## config.mk

```make
export PLATFORM = sky130hd
export DESIGN_NAME = lru_key_value_cache
export DESIGN_NICKNAME = d
export VERILOG_FILES = /design/src/rtl/core/lkvc_pkg.sv /design/src/rtl/core/lru_key_value_cache.sv /design/src/rtl/core/lkvc_cell.sv
export SDC_FILE = /design/constraint.sdc
export NUM_CORES = 2
export LEC_CHECK = 0
export ABC_CLOCK_PERIOD_IN_PS = 14300
export BUFFER_PORTS_ARGS = -buffer_cell sky130_fd_sc_hd__buf_2
export CAP_MARGIN = 10
export CORE_MARGIN = 1.5
export CORE_UTILIZATION = 45
export DETAILED_ROUTE_END_ITERATION = 10
export PLACE_DENSITY = 0.6
export SLEW_MARGIN = 20
export SYNTH_ARGS = -nofsm -noshare
export SYNTH_HDL_FRONTEND = slang
export SYNTH_SLANG_ARGS = --single-unit
```

## constraint.sdc

```tcl
create_clock -name clock -period 14.3 [get_ports clock]
set_input_delay 0.715 -clock clock [delete_from_list [all_inputs] [get_ports clock]]
set_output_delay 0.715 -clock clock [all_outputs]
set_load 0.02 [all_outputs]
```

## src/rtl/core/lkvc_pkg.sv

```systemverilog
// shared types, constants and helpers for the lru key-value cache
package lkvc_pkg;

   // storage geometry
   localparam int MAX_ENTRIES = 16;
   localparam int KEY_BITS    = 64;
   localparam int VALUE_BITS  = 32;

   // field widths fixed by the interface
   localparam int CAP_BITS   = 5;
   localparam int KEY_W      = 64;
   localparam int VAL_W      = 32;
   localparam logic [CAP_BITS-1:0] CAP_RESET = 5'd16;

   // operation codes
   localparam logic MODE_INSERT = 1'b0;
   localparam logic MODE_LOOKUP = 1'b1;

   // request beat
   typedef struct packed {
      logic                    mode;
      logic [KEY_W-1:0]        key;
      logic signed [VAL_W-1:0] write_value;
   } lkvc_req_type;

   // response beat
   typedef struct packed {
      logic                    hit;
      logic signed [VAL_W-1:0] read_value;
      logic                    mru_valid;
      logic [KEY_W-1:0]        mru_key;
   } lkvc_rsp_type;

   // per-cell control from the sequencer
   typedef struct packed {
      logic shift;   // take the left neighbor's entry
      logic write;   // overwrite the value in place
      logic trim;    // capacity write: drop the entry if beyond capacity
      logic allow;   // cell position lies below the capacity
   } lkvc_cell_ctl_type;

   // zero means one, anything above the depth saturates
   function automatic logic [CAP_BITS-1:0] lkvc_clamp_cap(input logic [CAP_BITS-1:0] raw);
      logic [CAP_BITS-1:0] c;
      c = raw;
      if (c == '0) begin
         c = CAP_BITS'(1);
      end
      if (32'(c) > MAX_ENTRIES) begin
         c = CAP_BITS'(MAX_ENTRIES);
      end
      return c;
   endfunction

endpackage

```

## src/rtl/core/lru_key_value_cache.sv

```systemverilog
// lru key-value cache top level: sequencer, cell chain and response register
//
//  channel | direction | handshake         | payload
//  req     | in        | req_valid/ready   | lkvc_req_type (mode, key, write_value)
//  rsp     | out       | rsp_valid/ready   | lkvc_rsp_type (hit, read_value, mru_*)
//  csr     | in        | csr_we            | csr_wdata (capacity)
//
// each item first compares the key against every cell, then shifts the chain
// the next item is taken in the shift cycle, overlapping the last one's shift
// a stalled response holds the shift cycle until the response register frees
// synchronous reset empties every cell and sets capacity to 16
module lru_key_value_cache
   import lkvc_pkg::*;
(
   input  logic                clock,
   input  logic                reset,
   input  logic                req_valid,
   output logic                req_ready,
   input  lkvc_req_type        req_data,
   output logic                rsp_valid,
   input  logic                rsp_ready,
   output lkvc_rsp_type        rsp_data,
   input  logic                csr_we,
   input  logic [CAP_BITS-1:0] csr_wdata
);

   typedef enum logic [2:0] {
      ST_IDLE   = 3'b001,
      ST_MATCH  = 3'b010,
      ST_UPDATE = 3'b100
   } lkvc_state_type;

   lkvc_state_type state_ff, state_in;

   lkvc_req_type            req_ff;
   logic [CAP_BITS-1:0]     cap_ff, cap_in, cap_sel;
   logic [MAX_ENTRIES-1:0]  shift_ff, shift_in;
   logic [MAX_ENTRIES-1:0]  write_ff, write_in;
   logic                    hit_ff, hit_in;
   logic [KEY_BITS-1:0]     hit_key_ff, hit_key_in;
   logic [VALUE_BITS-1:0]   hit_value_ff, hit_value_in;
   logic                    rsp_valid_ff;
   lkvc_rsp_type            rsp_data_ff, rsp_data_in;

   logic                    req_fire, update_fire, slot_free;
   logic [KEY_BITS-1:0]     probe_key;
   logic [VALUE_BITS-1:0]   store_value;
   logic [KEY_BITS-1:0]     head_key;
   logic [VALUE_BITS-1:0]   head_value;
   logic [MAX_ENTRIES-1:0]  match_w;
   logic [MAX_ENTRIES-1:0]  valid_vec;
   logic                    insert_miss;

   logic [KEY_BITS-1:0]     cell_key   [MAX_ENTRIES];
   logic [VALUE_BITS-1:0]   cell_value [MAX_ENTRIES];
   logic [KEY_BITS-1:0]     left_key   [MAX_ENTRIES];
   logic [VALUE_BITS-1:0]   left_value [MAX_ENTRIES];
   logic [MAX_ENTRIES-1:0]  left_valid;
   lkvc_cell_ctl_type       cell_ctl   [MAX_ENTRIES];

   // handshakes
   assign slot_free   = !rsp_valid_ff || rsp_ready;
   assign update_fire = (state_ff == ST_UPDATE) && slot_free;
   assign req_ready   = (state_ff == ST_IDLE) || update_fire;
   assign req_fire    = req_valid && req_ready;

   // sequencer
   always_comb begin
      state_in = state_ff;
      case (state_ff)
         ST_IDLE: begin
            if (req_fire) begin
               state_in = ST_MATCH;
            end
         end
         ST_MATCH: begin
            state_in = ST_UPDATE;
         end
         ST_UPDATE: begin
            if (update_fire) begin
               state_in = req_fire ? ST_MATCH : ST_IDLE;
            end
         end
         default: begin
            state_in = ST_IDLE;
         end
      endcase
   end

   // capacity register
   assign cap_sel = csr_we ? lkvc_clamp_cap(csr_wdata) : cap_ff;
   assign cap_in  = cap_sel;

   // request fields as stored
   assign probe_key   = req_ff.key[KEY_BITS-1:0];
   assign store_value = VALUE_BITS'(req_ff.write_value);

   // compare cycle: hit vector, shift span and hit entry
   always_comb begin
      insert_miss  = (req_ff.mode == MODE_INSERT) && (match_w == '0);
      hit_in       = (match_w != '0);
      hit_key_in   = '0;
      hit_value_in = '0;
      for (int i = 0; i < MAX_ENTRIES; i++) begin
         shift_in[i] = insert_miss ||
                       ((req_ff.mode == MODE_LOOKUP) && ((match_w >> i) != '0));
         write_in[i] = match_w[i] && (req_ff.mode == MODE_INSERT);
         hit_key_in   = hit_key_in   | (match_w[i] ? cell_key[i]   : '0);
         hit_value_in = hit_value_in | (match_w[i] ? cell_value[i] : '0);
      end
   end

   // entry placed at the head of the chain
   assign head_key   = (req_ff.mode == MODE_INSERT) ? probe_key   : hit_key_ff;
   assign head_value = (req_ff.mode == MODE_INSERT) ? store_value : hit_value_ff;

   // cell chain
   for (genvar g = 0; g < MAX_ENTRIES; g++) begin : g_cell
      if (g == 0) begin : g_head
         assign left_key[g]   = head_key;
         assign left_value[g] = head_value;
         assign left_valid[g] = 1'b1;
      end else begin : g_body
         assign left_key[g]   = cell_key[g-1];
         assign left_value[g] = cell_value[g-1];
         assign left_valid[g] = valid_vec[g-1];
      end

      assign cell_ctl[g].shift = update_fire && shift_ff[g];
      assign cell_ctl[g].write = update_fire && write_ff[g];
      assign cell_ctl[g].trim  = csr_we;
      assign cell_ctl[g].allow = 32'(g) < 32'(cap_sel);

      lkvc_cell u_cell (
         .clock      (clock),
         .reset      (reset),
         .ctl        (cell_ctl[g]),
         .left_key   (left_key[g]),
         .left_value (left_value[g]),
         .left_valid (left_valid[g]),
         .wr_value   (store_value),
         .probe_key  (probe_key),
         .key        (cell_key[g]),
         .value      (cell_value[g]),
         .valid      (valid_vec[g]),
         .match      (match_w[g])
      );
   end

   // response beat, taken from the head after the shift
   always_comb begin
      rsp_data_in.hit        = hit_ff;
      rsp_data_in.read_value = ((req_ff.mode == MODE_LOOKUP) && hit_ff) ?
                               VAL_W'(hit_value_ff) : '0;
      rsp_data_in.mru_valid  = shift_ff[0] || valid_vec[0];
      if (shift_ff[0]) begin
         rsp_data_in.mru_key = KEY_W'(head_key);
      end else if (valid_vec[0]) begin
         rsp_data_in.mru_key = KEY_W'(cell_key[0]);
      end else begin
         rsp_data_in.mru_key = '0;
      end
   end

   // control registers
   always_ff @(posedge clock) begin
      if (reset) begin
         state_ff     <= ST_IDLE;
         cap_ff       <= CAP_RESET;
         rsp_valid_ff <= 1'b0;
      end else begin
         state_ff <= state_in;
         cap_ff   <= cap_in;
         if (update_fire) begin
            rsp_valid_ff <= 1'b1;
         end else if (rsp_ready) begin
            rsp_valid_ff <= 1'b0;
         end
      end
   end

   // payload registers
   always_ff @(posedge clock) begin
      if (req_fire) begin
         req_ff <= req_data;
      end
      if (state_ff == ST_MATCH) begin
         shift_ff     <= shift_in;
         write_ff     <= write_in;
         hit_ff       <= hit_in;
         hit_key_ff   <= hit_key_in;
         hit_value_ff <= hit_value_in;
      end
      if (update_fire) begin
         rsp_data_ff <= rsp_data_in;
      end
   end

   assign rsp_valid = rsp_valid_ff;
   assign rsp_data  = rsp_data_ff;

`ifndef SYNTHESIS
   // occupied cells always form a prefix of the chain
   a_valid_prefix: assert property (@(posedge clock) disable iff (reset)
      (valid_vec & (valid_vec + MAX_ENTRIES'(1))) == '0)
      else $error("cell valid bits are not a prefix");

   // never more entries than the capacity allows
   a_within_cap: assert property (@(posedge clock) disable iff (reset)
      32'($countones(valid_vec)) <= 32'(cap_ff))
      else $error("entry count exceeds capacity");

   // keys held are unique, so at most one cell matches
   a_unique_match: assert property (@(posedge clock) disable iff (reset)
      (state_ff == ST_MATCH) |-> $onehot0(match_w))
      else $error("more than one cell matched the key");

   // a shift cycle always leaves a response behind
   a_rsp_after_update: assert property (@(posedge clock) disable iff (reset)
      update_fire |=> rsp_valid_ff)
      else $error("response lost after update");
`endif

endmodule

```

## src/rtl/core/lkvc_cell.sv

```systemverilog
// one recency slot: key, value and valid, shifting from its left neighbor
module lkvc_cell
   import lkvc_pkg::*;
(
   input  logic                  clock,
   input  logic                  reset,
   input  lkvc_cell_ctl_type     ctl,
   input  logic [KEY_BITS-1:0]   left_key,
   input  logic [VALUE_BITS-1:0] left_value,
   input  logic                  left_valid,
   input  logic [VALUE_BITS-1:0] wr_value,
   input  logic [KEY_BITS-1:0]   probe_key,
   output logic [KEY_BITS-1:0]   key,
   output logic [VALUE_BITS-1:0] value,
   output logic                  valid,
   output logic                  match
);

   logic [KEY_BITS-1:0]   key_ff, key_in;
   logic [VALUE_BITS-1:0] value_ff, value_in;
   logic                  valid_ff, valid_in;

   // next entry
   always_comb begin
      key_in   = key_ff;
      value_in = value_ff;
      valid_in = valid_ff;
      if (ctl.trim) begin
         valid_in = valid_ff & ctl.allow;
      end else if (ctl.shift) begin
         key_in   = left_key;
         value_in = left_value;
         valid_in = left_valid & ctl.allow;
      end else if (ctl.write) begin
         value_in = wr_value;
      end
   end

   // valid is control, key and value are payload
   always_ff @(posedge clock) begin
      if (reset) begin
         valid_ff <= 1'b0;
      end else begin
         valid_ff <= valid_in;
      end
   end

   always_ff @(posedge clock) begin
      key_ff   <= key_in;
      value_ff <= value_in;
   end

   // associative compare
   assign match = valid_ff && (key_ff == probe_key);
   assign key   = key_ff;
   assign value = value_ff;
   assign valid = valid_ff;

endmodule
```

Word level (Yosys, flattened, before mapping)

Index checks and enable logic that the tools add are counted.

Register bits after elaboration: 1885
Bits in latches: 0
Bits in writable memories: 0
Memory bits (read-only): 0
Bits of input ports: 107
Output and inout bits: 100
Word-level logic and storage cells: 460
Memories: 0

$add $sub $neg: 0
$mul: 0
Div/mod/pow operators: 0
Order comparisons: 17
Equal/unequal tests: 21
Shift-type cells: 0
Mux-type cells: 109
Bitwise logic cells: 63
Reduce and logical (&&, ||, !) cells: 187

Operators with widths:

| kind                 | count |
|---|---|
| $mux W32             | 49 |
| $mux W64             | 19 |
| $eq A64 B64 Y1       | 16 |
| $or A64 B64 Y64      | 15 |
| $or A32 B32 Y32      | 15 |
| $reduce_bool A16 Y1  | 15 |
| $logic_and A1 B1 Y1  | 84 |
| $reduce_and A2 Y1    | 33 |
| $reduce_bool A2 Y1   | 33 |
| $lt A4 B5 Y1 const A | 8 |
| $mux W1              | 34 |
| $and A1 B1 Y1        | 31 |
| $lt A3 B5 Y1 const A | 4 |
| $logic_or A1 B1 Y1   | 19 |
| $logic_not A16 Y1    | 1 |
| $mux W5              | 3 |
| $lt A1 B5 Y1 const A | 2 |
| $lt A2 B5 Y1 const A | 2 |
| $pmux W3 S3          | 1 |
| $mux W3              | 2 |
| $gt A5 B5 Y1 const B | 1 |
| $logic_not A5 Y1     | 1 |
| $ne A2 B2 Y1 const B | 2 |
| $eq A3 B1 Y1 const B | 1 |
| 5 further kinds      | 6 |

Logic depth before layout (Yosys ltp)

Word-level depth: 18
Depth in mapped cells: 12
Mapped depth without buffers: 9

By module

Synthesis repeated with hierarchy kept, for this count alone.

Cell total of the unflattened synthesis: 5622
Area total of the unflattened synthesis: 85612.1 sq um

Modules (own cells, without submodules):

| module              | times used | cells an instance | area an instance (sq um) | sequential area each (sq um) |
|---|---|---|---|---|
| lkvc_cell           | 16         | 235               | 4037.6                   | 2902.8 |
| lru_key_value_cache | 1          | 1862              | 21010.2                  | 9909.5 |

Least setup slack after synthesis

Ideal clock, no wire load.

Kind: input to register
From: in rsp_ready
To: reg g_cell[1].u_cell.valid_ff
Setup time: 0.078 ns
Arrival: 7.869 ns
Data required time: 14.222 ns
Path slack: 6.353 ns
Cell stages on the path: 7
Buffers on the path: 1
Path through: nor2b_1 > nor3_1 > clkbuf_1 > nand2_1 > nor2_1 > a32oi_1 > nor2_1

Longest elaborated chain between the ends: 4

Ends and longest elaborated chain:

| item                                | RTL line                   | text |
|---|---|---|
| start, declared                     | lru_key_value_cache.sv:21  | `input logic rsp_ready,` |
| $logic_or A1 B1 Y1                  | lru_key_value_cache.sv:62  | `assign slot_free = !rsp_valid_ff \|\| rsp_ready;` |
| $logic_and A1 B1 Y1                 | lru_key_value_cache.sv:63  | `assign update_fire = (state_ff == ST_UPDATE) && slot_free;` |
| named net update_fire               | lru_key_value_cache.sv:45  | `logic req_fire, update_fire, slot_free;` |
| $logic_and A1 B1 Y1                 | lru_key_value_cache.sv:129 | `assign cell_ctl[g].shift = update_fire && shift_ff[g];` |
| $reduce_bool A2 Y1 (no source line) | n/a                        |  |
| end signal, assigned                | lkvc_cell.sv:44            | `valid_ff <= valid_in;` |
| end, declared                       | lkvc_cell.sv:21            | `logic valid_ff, valid_in;` |

The timed path passes the listed nets, and every way through them passes these cells.
A chain may end at the register's enable or synchronous reset.

Worst setup path in the final report

From: reg req_ff, in the netlist probe_key[48]
To: reg shift_ff[9], data pin

Longest elaborated chain between the ends: 5
Elaborated cells between the ends (all ways): 37
Classes of those cells: eq/ne: 16; reduce/logical: 21

Ends and longest elaborated chain:

| item                                                            | RTL line                                               | text |
|---|---|---|
| start, declared                                                 | lru_key_value_cache.sv:35                              | `lkvc_req_type req_ff;` |
| start signal, assigned                                          | lru_key_value_cache.sv:185                             | `req_ff <= req_data;` |
| $eq A64 B64 Y1                                                  | lkvc_cell.sv:54                                        | `assign match = valid_ff && (key_ff == probe_key);` |
| $logic_and A1 B1 Y1                                             | lkvc_cell.sv:54                                        |  |
| $logic_not A16 Y1 / $reduce_bool A16 Y1 (equally long branches) | lru_key_value_cache.sv:100, lru_key_value_cache.sv:106 |  |
| $logic_and A1 B1 Y1, on equally long branches                   | lru_key_value_cache.sv:100, lru_key_value_cache.sv:106 |  |
| $logic_or A1 B1 Y1 *                                            | lru_key_value_cache.sv:105                             | `shift_in[i] = insert_miss \|\|` |
| named net shift_in[9]                                           | lru_key_value_cache.sv:37                              | `logic [MAX_ENTRIES-1:0] shift_ff, shift_in;` |
| end signal, assigned                                            | lru_key_value_cache.sv:188                             | `shift_ff <= shift_in;` |
| end, declared                                                   | lru_key_value_cache.sv:37                              |  |

The timed path passes the listed nets; every way through them passes the cells marked *.

==> reports/results.ini <==
[run_status]
status=finished with violations
violations=max-capacitance violations, max-slew violations

[finish]
drive_gt1_share_pct=22.3
nets=6026
area_growth_pct=14.1
fin_cells=8637
final_cell_mix=1860 x edfxtp_1, 525 x mux2_2, 480 x xnor2_1
final_common_cell=edfxtp_1
final.fill_count=15892

[clocking]
clk_path_buf_depth=3
clock-sinks=1885
root_buffer=clkbuf_16
cts_made_buffers=201
cts_resized=0
cts_htree_levels=4
cts_tree=yes
clk_pin_slew_ps=60
clkLatencyLatePin_ps=920

[routing]
vias=65131
ant_nets=0
drc_errors=0
routed_via_density=7.54
wl_um=494000
wl_per_cell_um=57.2
firstDrtPassIters=10
drt_iter0_markers=12150

[setup_path]
arrival_ps=7480
cp-start-kind=register
cp_cell_sequence=xnor2_1 > nand4_1 > nor4_1 > nand4_1 > nor3_2 > buf_4 > buf_4 > nor4_1 > nand4_2 > and2b_2 > a21oi_1
cp-end-kind=register
critPathKind=register to register
max_stage_delay_ps=1050
critPathMaxFanout=34
rrSetupSlack_ps=7430
critical_path_required_ps=14910
r2r_start=probe_key[48]
critPathSlowestCell=xnor2_1
reg2regPathDepth=11
reg2reg_to=shift_ff[9]

[grt]
grt_pass1_wl_um=630000
antenna_found_initial=77
grt_overflow=0
grt_pass1_vias=59035
grt_max_degree=100
grt_usage_pct=50.7

[sta]
setup_tns_ps=0
rsz0062_at_grt=false
fmax_mhz=146
post-route-period-util_pct=48.1
final-setup-viol-count=0
maxSlewViolCount=2
hold_viol=0
worst_pin_slew_ps=1500
relSlewSlack_pct=-0.862
skew_ps=69.2
min_period_ps=6870

[synthesis]
syn-num-nets=5747
synthArstFlopShare_pct=0
ys_dominant_reg_cell=edfxtp_1
yosysWarnings=0
synth_area_um2=85400
synth_seq_area_share_pct=66.0
yosys.cell_types.count=61
synthCells=5640
synth_edf_count=1860
syn_avg_cell_area_um2=15.1
synth_seq_cells=1885

[place]
globalplace.congestion=1.18
io_buffers=206
dp_cells=8142
dp_hpwl_um=345000

[power]
powerDensity_nw_per_um2=127
leakage_nw=31.8
finalPower_mw=12.4
ir_drop_uv=104

[die]
fp.dieArea_um2=192000
fp.coreArea_um2=188000
chipHeight_um=439
ios=207
die_w_um=439
fp-row-count=159
initial_core_util_pct=45.4

[worst_hold_path]
hold_start=req_data[17]
whs_endpoint=store_value[17]
hold_depth=1
hold_path_class=input port to register

[run]
drv_cap=1

## metrics by stage
| step | setup WS, ps | hold WS (ps) | util [%] | cell area (µm²) |
|---|---|---|---|---|
| 2_1_floorplan | 6350 | 450 | - | 85400 |
| 3_3_place_gp | 8100 | 450 | 47.7 | 89800 |
| 3_5_place_dp | 8030 | 457 | 47.8 | 89900 |
| 4_1_cts | 8020 | 0.534 | 51.6 | 97100 |
| 5_1_grt | 7710 | 16.7 | 51.7 | 97300 |
| 6_report | 7430 | 23.9 | 51.8 | 97500 |
## how the worst max path moves through the flow
stage / from / end / slack [ps] / cells past startpoint
floorplan: rsp_ready / g_cell[1].u_cell.valid / 6350 / 7
global placement: probe_key[29] / hit_key_ff[36] / 8100 / 10
detailed placement: probe_key[6] / shift_ff[13] / 8030 / 11
CTS: probe_key[6] / shift_ff[13] / 8020 / 11
global route: probe_key[48] / shift_ff[9] / 7710 / 11
finish: probe_key[48] / shift_ff[9] / 7430 / 11
## state kept, by name, indices dropped and copies added (netlist names), 5 cells and up
signal / count
g_cell.u_cell.key: 1024
g_cell.u_cell.value: 512
rsp_data: 98
hit_key_ff: 64
probe_key: 64
hit_value_ff: 32
store_value: 32
g_cell.u_cell.valid: 16
shift_ff: 16
write_ff: 16
cap_ff: 5
## critical path, delay by kind of cell (launching register included)
kind	cells	cell delay, ps
DFF	1	780
AOI/OAI and AO/OA	1	80
xor gates and xnor gates	1	1050
buffers and inverters	2	1420
and+or+nand+nor	7	3090
## repair_timing
item,in CTS,in global routing
endpoints found under the setup margin,0,0
endpoints found under the hold margin,60,0
buffers inserted,0,0
hold buffers,60,0
## cell usage after synthesis, types with 77 or more instances
| library cell | number | share of area (%) |
|---|---|---|
| nand4_1 | 242 | 1.8 |
| buf_2 | 140 | 0.82 |
| nand2b_1 | 77 | 0.56 |
| mux2_2 | 525 | 6.9 |
| nand2_1 | 94 | 0.41 |
| nor4_1 | 128 | 0.94 |
| xor2_1 | 297 | 3.0 |
| xnor2_1 | 499 | 5.1 |
| a221oi_1 | 390 | 4.0 |
| edfxtp_1 | 1860 | 65 |
| clkbuf_1 | 227 | 1.0 |
| a22o_1 | 476 | 4.9 |
## layer usage
metal	global-route usage [%]	vias up	wire (µm)
met1	62.0	33362	170000
li1	-	23321	-
met2	72.2	6718	206000
met5	0	-	274
met4	40.1	36	50100
met3	18.9	1694	67500
## logic make-up (layout without fill, tap and decap cells)
kind of cell / after synthesis / in the layout / synth area share [%]
flip-flops: 1885 / 1885 / 66.0
other: 0 / 56 / 0
AO/OA/AOI/OAI: 1161 / 1161 / 11.3
buffers and inverters: 503 / 949 / 2.43
XOR/XNOR: 796 / 796 / 8.17
AND/OR/NAND/NOR: 767 / 767 / 5.18
multiplexers: 528 / 528 / 6.96
## power by group
part           total, mW  switching, mW  internal [mW]
registers           6.13         0.0763           6.05
clock network       5.41           2.43           2.98
logic              0.853          0.616          0.237
total               12.4           3.12           9.27
## area by class of cell
class / count / area, µm² / share of cell area (%)
antenna: 56 / 140 / 0.144
clock buffer: 237 / 5190 / 5.32
clock inverter: 133 / 1370 / 1.40
inverter: 87 / 334 / 0.343
multi-input combinational: 3252 / 27500 / 28.2
sequential: 1885 / 56400 / 57.8
tap: 2495 / 3120 / 3.20
timing repair buffer: 492 / 3450 / 3.54
No activity file was read; power rests on OpenSTA's default activity.
